<file path="config.mk">
export PLATFORM = sky130hd
export DESIGN_NAME = dsic_back_flat
export DESIGN_NICKNAME = d
export VERILOG_FILES = /design/src/rtl/dsic_pkg.sv /design/src/rtl/dsic_if.sv /design/src/rtl/dsic_back.sv /design/src/flat_wrapper.sv
export SDC_FILE = /design/constraint.sdc
export NUM_CORES = 1
export LEC_CHECK = 0
export BUFFER_PORTS_ARGS = -buffer_cell sky130_fd_sc_hd__buf_2
export CELL_PAD_IN_SITES_DETAIL_PLACEMENT = 1
export CELL_PAD_IN_SITES_GLOBAL_PLACEMENT = 1
export CORE_AREA = 8 8 172 174
export DETAILED_ROUTE_END_ITERATION = 10
export DIE_AREA = 0 0 180 182
export GPL_ROUTABILITY_DRIVEN = 0
export PLACE_DENSITY = 0.65
export SKIP_LAST_GASP = 1
export SYNTH_ARGS = -nofsm -noshare
export SYNTH_HDL_FRONTEND = slang
export SYNTH_SLANG_ARGS = --single-unit
</file>
<file path="constraint.sdc">
create_clock -name clk -period 7.7 [get_ports clk]
set_clock_uncertainty 0.2 [all_clocks]
set_input_delay 1.54 -clock clk [delete_from_list [all_inputs] [get_ports clk]]
set_output_delay 1.54 -clock clk [all_outputs]
set_load 0.02 [all_outputs]
</file>
<file path="src/rtl/dsic_pkg.sv">
// Package for the decimal string checker: character codes, status codes,
// classified character record and queue constants. No dependencies.
`timescale 1ns / 1ps

package dsic_pkg;

    // ASCII codes of interest.
    localparam logic [7:0] CH_ZERO  = 8'd48;
    localparam logic [7:0] CH_NINE  = 8'd57;
    localparam logic [7:0] CH_PLUS  = 8'd43;
    localparam logic [7:0] CH_MINUS = 8'd45;
    localparam logic [7:0] CH_SPACE = 8'd32;

    // Result status codes.
    typedef enum logic [2:0] {
        ST_OK          = 3'd0,
        ST_EMPTY       = 3'd1,
        ST_BAD_CHAR    = 3'd2,
        ST_SIGN_MISUSE = 3'd3,
        ST_LONE_SIGN   = 3'd4
    } status_t;

    // Character classes.
    typedef enum logic [2:0] {
        K_DIGIT = 3'd0,
        K_PLUS  = 3'd1,
        K_MINUS = 3'd2,
        K_SPACE = 3'd3,
        K_BAD   = 3'd4
    } char_kind_t;

    // One classified request as it travels through the queue.
    typedef struct packed {
        char_kind_t  kind;
        logic [3:0]  digit;
        logic        is_last;
        logic        no_char;
    } entry_t;

    // Queue status seen by the back end and the top level.
    typedef struct packed {
        logic not_empty;
        logic full;
    } queue_stat_t;

    localparam int QUEUE_DEPTH = 2;
    localparam int QPTR_W      = $clog2(QUEUE_DEPTH);
    localparam int QCNT_W      = $clog2(QUEUE_DEPTH + 1);

endpackage

</file>
<file path="src/rtl/dsic_if.sv">


interface dsic_result_if #(parameter int VALUE_WIDTH = 32);
    logic                          valid;
    logic                          ready;
    logic [2:0]                    status;
    logic signed [VALUE_WIDTH-1:0] value;
    logic                          overflow;

    modport source (output valid, output status, output value, output overflow,
                    input ready);
    modport sink   (input valid, input status, input value, input overflow,
                    output ready);
endinterface

</file>
<file path="src/rtl/dsic_back.sv">
// Back end of the decimal string checker: parse state, accumulator, status
// evaluation and result register. Depends on dsic_pkg and dsic_if.
`timescale 1ns / 1ps

module dsic_back #(
    parameter int VALUE_WIDTH = 32
) (
    input  logic                  clk,
    input  logic                  rst_n,
    input  dsic_pkg::entry_t      head,
    input  dsic_pkg::queue_stat_t stat,
    output logic                  pop,
    dsic_result_if.source         results
);
    import dsic_pkg::*;

    typedef enum logic [2:0] {
        PH_LEAD = 3'b001,
        PH_RUN  = 3'b010,
        PH_STOP = 3'b100
    } phase_t;

    localparam int ACC_W = VALUE_WIDTH + 4;
    localparam logic [VALUE_WIDTH-1:0] MAG_LIMIT = {1'b1, {(VALUE_WIDTH-1){1'b0}}};
    localparam logic [VALUE_WIDTH-1:0] POS_MAX   = {1'b0, {(VALUE_WIDTH-1){1'b1}}};

    // Parse state.
    phase_t                  phase_reg, phase_next;
    logic [1:0]              char_count_reg, char_count_next;
    logic                    all_spaces_reg, all_spaces_next;
    logic                    bad_char_reg, bad_char_next;
    logic [1:0]              plus_count_reg, plus_count_next;
    logic [1:0]              minus_count_reg, minus_count_next;
    logic                    first_sign_reg, first_sign_next;
    logic                    misplaced_reg, misplaced_next;
    logic                    negative_reg, negative_next;
    logic [VALUE_WIDTH-1:0]  mag_reg, mag_next;
    logic                    ovf_reg, ovf_next;

    // Finished string, waiting for the value to be formed.
    logic                    fin_valid_reg, fin_valid_next;
    status_t                 fin_status_reg, fin_status_next;
    logic                    fin_negative_reg, fin_negative_next;
    logic [VALUE_WIDTH-1:0]  fin_mag_reg, fin_mag_next;
    logic                    fin_ovf_reg, fin_ovf_next;

    // Result register.
    logic                    out_valid_reg, out_valid_next;
    logic [2:0]              out_status_reg;
    logic [VALUE_WIDTH-1:0]  out_value_reg, out_value_next;
    logic                    out_ovf_reg, out_ovf_next;

    logic                    out_free;
    logic                    fin_free;
    logic                    fin_move;
    logic [ACC_W-1:0]        acc_sum;
    logic                    acc_big;
    logic                    is_sign;

    assign out_free = !out_valid_reg || results.ready;
    assign fin_free = !fin_valid_reg || out_free;
    assign fin_move = fin_valid_reg && out_free;
    assign pop      = stat.not_empty && (!head.is_last || fin_free);
    assign is_sign  = (head.kind == K_PLUS) || (head.kind == K_MINUS);

    // magnitude * 10 + digit, and whether it passes the magnitude limit.
    assign acc_sum = ({4'b0, mag_reg} << 3) + ({4'b0, mag_reg} << 1)
                   + {{VALUE_WIDTH{1'b0}}, head.digit};
    assign acc_big = ovf_reg || (acc_sum > {4'b0, MAG_LIMIT});

    // Character step, then status on the last request of a string.
    always_comb
    begin
        phase_next        = phase_reg;
        char_count_next   = char_count_reg;
        all_spaces_next   = all_spaces_reg;
        bad_char_next     = bad_char_reg;
        plus_count_next   = plus_count_reg;
        minus_count_next  = minus_count_reg;
        first_sign_next   = first_sign_reg;
        misplaced_next    = misplaced_reg;
        negative_next     = negative_reg;
        mag_next          = mag_reg;
        ovf_next          = ovf_reg;
        fin_valid_next    = fin_move ? 1'b0 : fin_valid_reg;
        fin_status_next   = fin_status_reg;
        fin_negative_next = fin_negative_reg;
        fin_mag_next      = fin_mag_reg;
        fin_ovf_next      = fin_ovf_reg;

        if (pop && !head.no_char)
        begin
            if (char_count_reg == 2'd0 && is_sign)
            begin
                first_sign_next = 1'b1;
            end
            if (char_count_reg != 2'd2)
            begin
                char_count_next = char_count_reg + 2'd1;
            end
            if (head.kind != K_SPACE)
            begin
                all_spaces_next = 1'b0;
            end
            if (head.kind == K_BAD)
            begin
                bad_char_next = 1'b1;
            end
            if (head.kind == K_PLUS && plus_count_reg != 2'd2)
            begin
                plus_count_next = plus_count_reg + 2'd1;
            end
            if (head.kind == K_MINUS && minus_count_reg != 2'd2)
            begin
                minus_count_next = minus_count_reg + 2'd1;
            end

            case (phase_reg)
                PH_LEAD:
                begin
                    if (is_sign)
                    begin
                        negative_next = (head.kind == K_MINUS);
                        phase_next    = PH_RUN;
                    end
                    else if (head.kind == K_DIGIT)
                    begin
                        mag_next   = acc_big ? MAG_LIMIT : acc_sum[VALUE_WIDTH-1:0];
                        ovf_next   = acc_big;
                        phase_next = PH_RUN;
                    end
                end
                PH_RUN:
                begin
                    if (head.kind == K_SPACE)
                    begin
                        phase_next = PH_STOP;
                    end
                    else if (is_sign)
                    begin
                        misplaced_next = 1'b1;
                    end
                    else if (head.kind == K_DIGIT && !misplaced_reg)
                    begin
                        mag_next = acc_big ? MAG_LIMIT : acc_sum[VALUE_WIDTH-1:0];
                        ovf_next = acc_big;
                    end
                end
                default:
                begin
                    // Stopped: characters are only checked.
                end
            endcase
        end

        if (pop && head.is_last)
        begin
            fin_valid_next    = 1'b1;
            fin_negative_next = negative_next;
            fin_mag_next      = mag_next;
            fin_ovf_next      = ovf_next;
            if (all_spaces_next)
            begin
                fin_status_next = ST_EMPTY;
            end
            else if (bad_char_next)
            begin
                fin_status_next = ST_BAD_CHAR;
            end
            else if (plus_count_next == 2'd2 || minus_count_next == 2'd2)
            begin
                fin_status_next = ST_SIGN_MISUSE;
            end
            else if (char_count_next == 2'd1 && first_sign_next)
            begin
                fin_status_next = ST_LONE_SIGN;
            end
            else if (misplaced_next)
            begin
                fin_status_next = ST_SIGN_MISUSE;
            end
            else
            begin
                fin_status_next = ST_OK;
            end

            // Back to the start for the next string.
            phase_next       = PH_LEAD;
            char_count_next  = 2'd0;
            all_spaces_next  = 1'b1;
            bad_char_next    = 1'b0;
            plus_count_next  = 2'd0;
            minus_count_next = 2'd0;
            first_sign_next  = 1'b0;
            misplaced_next   = 1'b0;
            negative_next    = 1'b0;
            mag_next         = '0;
            ovf_next         = 1'b0;
        end
    end

    // Signed value with saturation; errors give zero.
    always_comb
    begin
        out_valid_next = fin_move ? 1'b1 : (out_free ? 1'b0 : out_valid_reg);
        out_value_next = '0;
        out_ovf_next   = 1'b0;
        if (fin_status_reg == ST_OK)
        begin
            if (fin_negative_reg)
            begin
                out_value_next = '0 - fin_mag_reg;
                out_ovf_next   = fin_ovf_reg;
            end
            else if (fin_mag_reg >= MAG_LIMIT)
            begin
                out_value_next = POS_MAX;
                out_ovf_next   = 1'b1;
            end
            else
            begin
                out_value_next = fin_mag_reg;
                out_ovf_next   = fin_ovf_reg;
            end
        end
    end

    always_ff @(posedge clk or negedge rst_n)
    begin
        if (!rst_n)
        begin
            phase_reg       <= PH_LEAD;
            char_count_reg  <= 2'd0;
            all_spaces_reg  <= 1'b1;
            bad_char_reg    <= 1'b0;
            plus_count_reg  <= 2'd0;
            minus_count_reg <= 2'd0;
            first_sign_reg  <= 1'b0;
            misplaced_reg   <= 1'b0;
            negative_reg    <= 1'b0;
            mag_reg         <= '0;
            ovf_reg         <= 1'b0;
            fin_valid_reg   <= 1'b0;
            out_valid_reg   <= 1'b0;
        end
        else
        begin
            phase_reg       <= phase_next;
            char_count_reg  <= char_count_next;
            all_spaces_reg  <= all_spaces_next;
            bad_char_reg    <= bad_char_next;
            plus_count_reg  <= plus_count_next;
            minus_count_reg <= minus_count_next;
            first_sign_reg  <= first_sign_next;
            misplaced_reg   <= misplaced_next;
            negative_reg    <= negative_next;
            mag_reg         <= mag_next;
            ovf_reg         <= ovf_next;
            fin_valid_reg   <= fin_valid_next;
            out_valid_reg   <= out_valid_next;
        end
    end

    // Payload registers.
    always_ff @(posedge clk)
    begin
        fin_status_reg   <= fin_status_next;
        fin_negative_reg <= fin_negative_next;
        fin_mag_reg      <= fin_mag_next;
        fin_ovf_reg      <= fin_ovf_next;
        if (fin_move)
        begin
            out_status_reg <= fin_status_reg;
            out_value_reg  <= out_value_next;
            out_ovf_reg    <= out_ovf_next;
        end
    end

    assign results.valid    = out_valid_reg;
    assign results.status   = out_status_reg;
    assign results.value    = out_value_reg;
    assign results.overflow = out_ovf_reg;

endmodule

</file>
<file path="src/flat_wrapper.sv">
// flat-port wrapper written by rule: the top's interface ports become plain ports
module dsic_back_flat import dsic_pkg::*;
#(
    parameter int VALUE_WIDTH = 32
)
  (clk, rst_n, head, stat, pop, results_valid, results_status, results_value, results_overflow, results_ready);
  dsic_result_if #(.VALUE_WIDTH(VALUE_WIDTH)) results_i ();
  input  logic clk;
  input  logic rst_n;
  input  dsic_pkg::entry_t head;
  input  dsic_pkg::queue_stat_t stat;
  output logic pop;
  output wire logic [$bits(results_i.valid)-1:0] results_valid;
  output wire logic [$bits(results_i.status)-1:0] results_status;
  output wire logic [$bits(results_i.value)-1:0] results_value;
  output wire logic [$bits(results_i.overflow)-1:0] results_overflow;
  input wire logic [$bits(results_i.ready)-1:0] results_ready;
  assign results_valid = results_i.valid;
  assign results_status = results_i.status;
  assign results_value = results_i.value;
  assign results_overflow = results_i.overflow;
  assign results_i.ready = results_ready;
  dsic_back #(.VALUE_WIDTH(VALUE_WIDTH)) u_core (.clk(clk), .rst_n(rst_n), .head(head), .stat(stat), .pop(pop), .results(results_i));
endmodule
</file>
==> results of run 1 <==
==> critical path, cell delays in order <==
cell and delay (ps):
buf_2 80, inv_1 50, fa_1 410, inv_1 60, ha_1 260, nor2b_1 170, o31a_1 340, o21ai_1 430
a21oi_1 160, a211oi_1 390, mux2_2 410, nor4_4 250, buf_4 350, nand3_4 250, o21ai_1 230
==> per-layer routing <==
layer / vias to the layer above / share of wire (%) / track usage, %
li1: 3492 / - / -
met1: 3515 / 50 / 19.89
met2: 90 / 46 / 22.97
met3: 19 / 3.1 / 2.176
met4: 0 / 1.2 / 4.068
met5: - / 0 / 0
==> final cells by class <==
type                            count  share of cell area, %
Multi-Input combinational cell    710                  49.07
Sequential cell                   122                  35.53
Clock buffer                       20                  4.743
Tap cell                          341                  4.431
Timing Repair Buffer               60                  3.379
Clock inverter                     12                  1.715
Inverter                           29                  1.131
==> report_power, final <==
part           internal (W)  switching, W  total [W]
Combinational     0.0000373     0.0000855   0.000123
Sequential         0.000725     0.0000158   0.000741
Clock              0.000530      0.000309   0.000839
Total               0.00129      0.000410    0.00170
==> cell families (layout without fill, tap and decap cells) <==
| logic type | after synthesis | in the layout |
|---|---|---|
| multiplexers | 5 | 5 |
| buffers and inverters | 75 | 121 |
| adder cells (fa/ha/maj) | 69 | 69 |
| XOR/XNOR | 31 | 31 |
| AO/OA/AOI/OAI | 269 | 269 |
| flip-flops | 122 | 122 |
| AND/OR/NAND/NOR | 336 | 336 |
==> worst paths after layout <==
check / end / cells after the start
max in group asynchronous: u_core.mag_reg[28]$_DFF_PN0_ / 2
max: u_core.fin_mag_reg[27]$_DFFE_PP_ / 15
min reg2reg: u_core.results.status[0]$_DFFE_PP_ / 0
min in group asynchronous: u_core.plus_count_reg[1]$_DFF_PN0_ / 2
max reg2reg: u_core.fin_mag_reg[27]$_DFFE_PP_ / 14
min: u_core.results.status[0]$_DFFE_PP_ / 0
==> stage by stage <==
step	setup slack, ps	instance area, sq um	hold WS [ps]	std cells	util [%]
final	2364	9628	278.1	1294	36.13
after global routing	2087	9628	304.0	1294	36.13
after CTS	2329	9628	281.4	1294	36.13
after detailed placement	1903	9006	268.5	1262	33.79
after global placement	1909	9006	257.0	1262	33.79
after floorplan	2572	8498	242.1	907	-
==> layout by cell type (no fill, tap or decap), drive strengths merged, types with 7 or more instances in the layout <==
cell type and count:
a21oi 89, nand2 84, nor2 77, edfxtp 73
ha 67, buf 60, o21ai 59, dfrtp 47
nor3 33, inv 31, nand3 24, nand4 22
and2 21, clkbuf 20, or3 18, xor2 17
a311oi 16, xnor2 14, a32o 14, a211oi 11
o211ai 10, nor4 10, a21o 9, nand2b 9
o31ai 9, and3 8, o21a 7
==> results.md, run 1 <==
* Setup repair bufs after CTS at 0
* Filler cell count at 3058
* Mux share of post-synthesis cell area at 0.6037%
* Syn Nets at 990
* Clock latency on the worst-skew pair at 420 ps
* Syn Inst Count at 907
* Port Buffers at 50
* Worst R2R Setup Slack at 3140 ps
* Top cell type's share of synthesized area at 25.80%
* Die W at 180 microns
* Root Buffer: clkbuf_16
* Initial antenna violation count at 0
* Most used flip-flop cell after synthesis: edfxtp_1
* CP Capture Type: register
* Post-DP HPWL at 18000 microns
* Vias in the first global route at 7144
* Via density per instance at 5.499
* Seq/Total Area, Yosys at 40.25%
* Hold WC Path Type: reg2reg
* MaxCap Viol Count at 0
* Core area at 26650 sq um
* Total Routing Usage GR at 14.39%
* Synthesized flop and latch total at 122
* Worst Path Required at 7750 ps
* Async SR Flop Fraction at 40.16%
* Worst slew pin tran at 925.3 ps
* CTS Sinks at 122
* Status: finished clean
* Slew headroom at 37.53%
* Post-synth EDFFs at 73
* Final cycle utilization of the critical path at 69.30%
* Cts-stage hold buffer count at 0
* Simple-gate share of the synthesized area at 20.10%
* Area of the multi-input gates at 4725 sq um
* Adder-cell share of the synthesized area at 10.34%
* I/O pins at 52
* Final Hold Viols at 0
* Fin. max-slew vios at 0
* Clk buf depth at 2
* Ranking of synthesized cells by area: edfxtp_1 26%, dfrtp_1 14%, ha_1 9.9%
* Yosys top cell by area: edfxtp_1
* Total power at 0.001702 W
* Fmax at 0.1874 GHz
* Crit Path Category: in2reg
* 1st-iter DRT viols at 533
* Commonest cells in the netlist: 84 x a21oi_1, 84 x nand2_1, 77 x nor2_1
* Drt pass-1 iters at 6
* Syn Std Cell Area at 8498 sq um
* Largest net degree at the start of global routing at 65
* Die Height at 182 microns
* Layout cells sized above 1 at 12.38%
* CTS buffer count at 17
* First-pass GRT wire length at 38650 microns
* Syn Area/Cell at 9.370 sq um
* Initial core utilization at 31.89%
* Yosys cell types at 83
* Synth Area in XOR/XNOR at 3.195%
* Post-CTS resize count at 0
* ANT nets after route at 0
* Drt drc at 0
* Total wire length at 23760 microns
* Startpoint types: input port
* Biggest fanout along the worst timing path at 28
* Setup TNS at 0 ps
* HP Start: u_core.fin_status_reg[0]$_SDFFCE_PP1P_
* Lkg Pwr at 3.999 nW
* Total gr overflow at 0
* Largest family of logic cells by synthesized area: compound AO/OA/AOI/OAI gates
* WL per Instance at 18.36 microns
* RSZ-0062 raised after global routing: no
* H-tree levels at 4
* CTS tree: yes
* Maximum VDD drop at 0.0001534 V
* Core Rows at 60
* Final Critical Period at 5336 ps
* Cell area power density at 176.8 nW/um^2
* Area grow syn2layout at 13.30%
* Antenna Diode Count at 0
* FF/Latch Area at 3421 sq um
* Setup Viol. Count Final at 0
* Total vias in the final route at 7116
* Clock slew seen by the registers of the worst setup and hold paths at 60 ps
* Arrival @ worst endpoint at 5390 ps
* Fin nets at 1023
* Worst setup startpoint: head[5]
* Die area at 32760 sq um
* Compound-Gate Fraction of Synth Area at 21.22%
* RR Startpoint: u_core.mag_reg[0]$_DFF_PN0_
* Warnings from Yosys at 0
(Power assumes the default switching activity.)
==> run 2: changes to the inputs <==
Settings changed: ABC_AREA from default to 1, CORE_AREA 8 8 172 174 to 8 8 183 185, DIE_AREA 0 0 180 182 to 0 0 191 193, PLACE_DENSITY 0.65 to 0.7.
Clock period 7.7 ns to 4.76 ns, I/O delays scaled along.
==> results.md, run 2 <==
* Yosys cell types at 46 (was 83)
* Setup repair bufs after CTS at 0 (unchanged)
* Syn Std Cell Area at 9686 sq um (was 8498 sq um)
* Clock latency on the worst-skew pair at 420 ps (about the same)
* Total power at 0.002929 W (was 0.001702 W)
* Hold endpoint: u_core.results.status[1]$_DFFE_PP_ (was u_core.results.status[0]$_DFFE_PP_)
* Syn Inst Count at 1301 (was 907)
* Total Routing Usage GR at 15.61% (was 14.39%)
* Drt drc at 0 (unchanged)
* Gr busiest metal: met2 (unchanged)
* Total vias in the final route at 8657 (was 7116)
* P_sw at 0.0009098 W (was 0.0004101 W)
* HP Start: u_core.fin_status_reg[1]$_SDFFCE_PP0P_ (was u_core.fin_status_reg[0]$_SDFFCE_PP1P_)
* Layout cells sized above 1 at 19.12% (was 12.38%)
* GRT met1 Usage at 20.75% (was 19.89%)
* Commonest cells in the netlist: 379 x nand2_1, 169 x inv_1, 103 x nor2_1 (was 84 x a21oi_1, 84 x nand2_1, 77 x nor2_1)
* Total wire length at 27890 microns (was 23760 microns)
* Seq pwr share at 41.6% (was 43.5%)
* CP Capture Type: register (unchanged)
* RR Startpoint: u_core.mag_reg[0]$_DFF_PN0_ (unchanged)
* Worst hold margin at 253.1 ps (was 278.1 ps)
* Area grow syn2layout at 13.28% (was 13.30%)
* I/O pins at 52 (unchanged)
* RSZ-0062 raised after global routing: no (unchanged)
* Die Height at 193 microns (was 182 microns)
* Clk buf depth at 2 (unchanged)
* Gate power share at 16.2% (was 7.2%)
* Clock slew seen by the registers of the worst setup and hold paths at 60 ps (about the same)
* ANT nets after route at 0 (unchanged)
* CTS tree: yes (unchanged)
* Crit Path Category: in2reg (unchanged)
* Placed cell area at 10410 sq um (was 9006 sq um)
* Drt pass-1 iters at 4 (was 6)
* Final cycle utilization of the critical path at 82.23%
* H-tree levels at 4 (unchanged)
* 1st-iter DRT viols at 237 (was 533)
* Arrival @ worst endpoint at 3990 ps (was 5390 ps)
* Vias in the first global route at 9183 (was 7144)
* WL per Instance at 15.74 microns (was 18.36 microns)
* Fin. max-slew vios at 0 (unchanged)
* Filler cell count at 3840 (was 3058)
* Ranking of synthesized cells by area: edfxtp_1 23%, nand2_1 15%, dfrtp_1 12% (was edfxtp_1 26%, dfrtp_1 14%, ha_1 9.9%)
* Post-synth EDFFs at 73 (unchanged)
* RR Endpoint: u_core.fin_mag_reg[15]$_DFFE_PP_ (was u_core.fin_mag_reg[27]$_DFFE_PP_)
* Final Critical Period at 3914 ps
* Slew headroom at 37.08% (was 37.53%)
* Maximum VDD drop at 0.0001772 V (was 0.0001534 V)
* Most frequent cells in the layout: 379 x nand2_1, 169 x inv_1, 102 x nor2_1, 73 x edfxtp_1, 69 x a21oi_1 (was 84 x a21oi_1, 84 x nand2_1, 77 x nor2_1, 73 x edfxtp_1, 67 x ha_1)
* CTS Sinks at 122 (unchanged)
* Fmax at 0.2555 GHz
* Most used flip-flop cell after synthesis: edfxtp_1 (unchanged)
* Switch share at 31.06% (was 24.09%)
* Antenna Diode Count at 0 (unchanged)
* Hold WC Path Type: reg2reg (unchanged)
* Fin nets at 1440 (was 1023)
* Synthesized flop and latch total at 122 (unchanged)
* Grt met3 use at 1.817% (was 2.176%)
* Initial core utilization at 31.42% (was 31.89%)
* Async SR Flop Fraction at 40.16% (unchanged)
* Syn Nets at 1384 (was 990)
* Worst Path Required at 4830 ps (was 7750 ps)
* Final Hold Viols at 0 (unchanged)
* Die area at 36860 sq um (was 32760 sq um)
* CTS buffer count at 17 (unchanged)
* First-pass GRT wire length at 46710 microns (was 38650 microns)
* Total gr overflow at 0 (unchanged)
* Status: finished clean (unchanged)
* Port Buffers at 50 (unchanged)
* Top cell type's share of synthesized area at 22.63% (was 25.80%)
* Clock share of power at 42.2% (was 49.3%)
* Core area at 30820 sq um (was 26650 sq um)
* Startpoint types: input port (unchanged)
* Post-DP HPWL at 22350 microns (was 18000 microns)
* Via density per instance at 4.885 (was 5.499)
* Core Rows at 65 (was 60)
* Cts-stage hold buffer count at 0 (unchanged)
* Dpl ws at 384.3 ps (was 1903 ps)
* Most common cell after layout, fill and taps aside: nand2_1
* Setup TNS at 0 ps (unchanged)
* MaxCap Viol Count at 0 (unchanged)
* Syn Area/Cell at 7.445 sq um (was 9.370 sq um)
* Initial antenna violation count at 0 (unchanged)
* Reg2Reg Depth at 23 (was 14)
* Warnings from Yosys at 0 (unchanged)
* Yosys top cell by area: edfxtp_1 (unchanged)
* Biggest fanout along the worst timing path at 18 (was 28)
* Die W at 191 microns (was 180 microns)
* Cell area power density at 266.9 nW/um^2 (was 176.8 nW/um^2)
* M2 GR Usage at 26.54% (was 22.97%)
* Root Buffer: clkbuf_16 (unchanged)
* Seq/Total Area, Yosys at 35.32% (was 40.25%)
* Largest net degree at the start of global routing at 50 (was 65)
* Lkg Pwr at 5.470 nW (was 3.999 nW)
* Post-CTS resize count at 0 (unchanged)
* Worst R2R Setup Slack at 990 ps (was 3140 ps)
* Final Cell Area at 10970 sq um (was 9628 sq um)
* Setup ws final at 845.7 ps (was 2364 ps)
* Internal power at 0.002019 W (was 0.001292 W)
* Worst slew pin tran at 941.5 ps (was 925.3 ps)
* Top-count cell post-synth: nand2_1
* Hold path depth at 0 (unchanged)
* Setup Viol. Count Final at 0 (unchanged)
[run 2: logic make-up after synthesis]
kind of cell,Yosys count,share of synthesized area [%]
simple gates,692,33.08
buf+inv,213,9.250
compound gates,192,12.10
flops,122,35.32
fa+ha+maj,69,9.069
xor+xnor,13,1.176
[run 2: how the worst max path moves through the flow]
stage                     startpoint                                to
final                        head[5]  u_core.fin_mag_reg[15]$_DFFE_PP_
after global routing         head[5]       u_core.mag_reg[1]$_DFF_PN0_
after CTS                    head[5]       u_core.mag_reg[1]$_DFF_PN0_
after detailed placement     head[5]       u_core.mag_reg[1]$_DFF_PN0_
after global placement       head[5]      u_core.fin_ovf_reg$_DFFE_PP_
after floorplan              head[5]      u_core.fin_ovf_reg$_DFFE_PP_
[run 2: metrics by stage]
| step | cells | utilization, % |
|---|---|---|
| after global placement | 1740 | 33.76 |
| after global routing | 1772 | 35.60 |
| after CTS | 1772 | 35.60 |
| final | 1772 | 35.60 |
| after detailed placement | 1740 | 33.76 |
| after floorplan | 1301 | - |
[run 2: power by group through the flow]
stage	Sequential [W]	Clock (W)	Combinational [W]
after CTS	0.00122	0.00126	0.000480
after global routing	0.00123	0.00131	0.000533
after detailed placement	0.00124	0	0.000477
after floorplan	0.00126	0	0.000293
final	0.00122	0.00124	0.000474
after global placement	0.00124	0	0.000465
[run 2: final cells by class]
type,count,area (sq um),area share [%]
multi-input cells,966,5383,49.06
flip-flops and latches,122,3421,31.18
inverters,184,691.9,6.306
repair buffers,66,407.9,3.718
clock inverters,14,126.4,1.152
clock buffers,18,439.2,4.003
well taps,402,503.0,4.584
[run 2: critical path: stages]
cell	delay (ps)
buf_2	70
inv_1	40
fa_1	520
fa_1	480
inv_1	140
nand2_1	70
nand2_1	80
nand3_1	80
nand2_2	150
nand2_1	100
nand3_2	80
nand2_1	70
nor2_1	90
nand2_1	100
nor2_1	100
nand2_1	80
nor2_2	100
nand2_2	70
nand2_4	110
buf_12	180
nand3_2	90
nand2_2	70
nand2_2	50
nand2_1	110
[run 2: metal layers]
layer | share of wire, % | wire length (microns)
met1 | 48 | 13380
met5 | 0 | 0
met3 | 2.7 | 764
met2 | 48 | 13320
met4 | 1.5 | 423
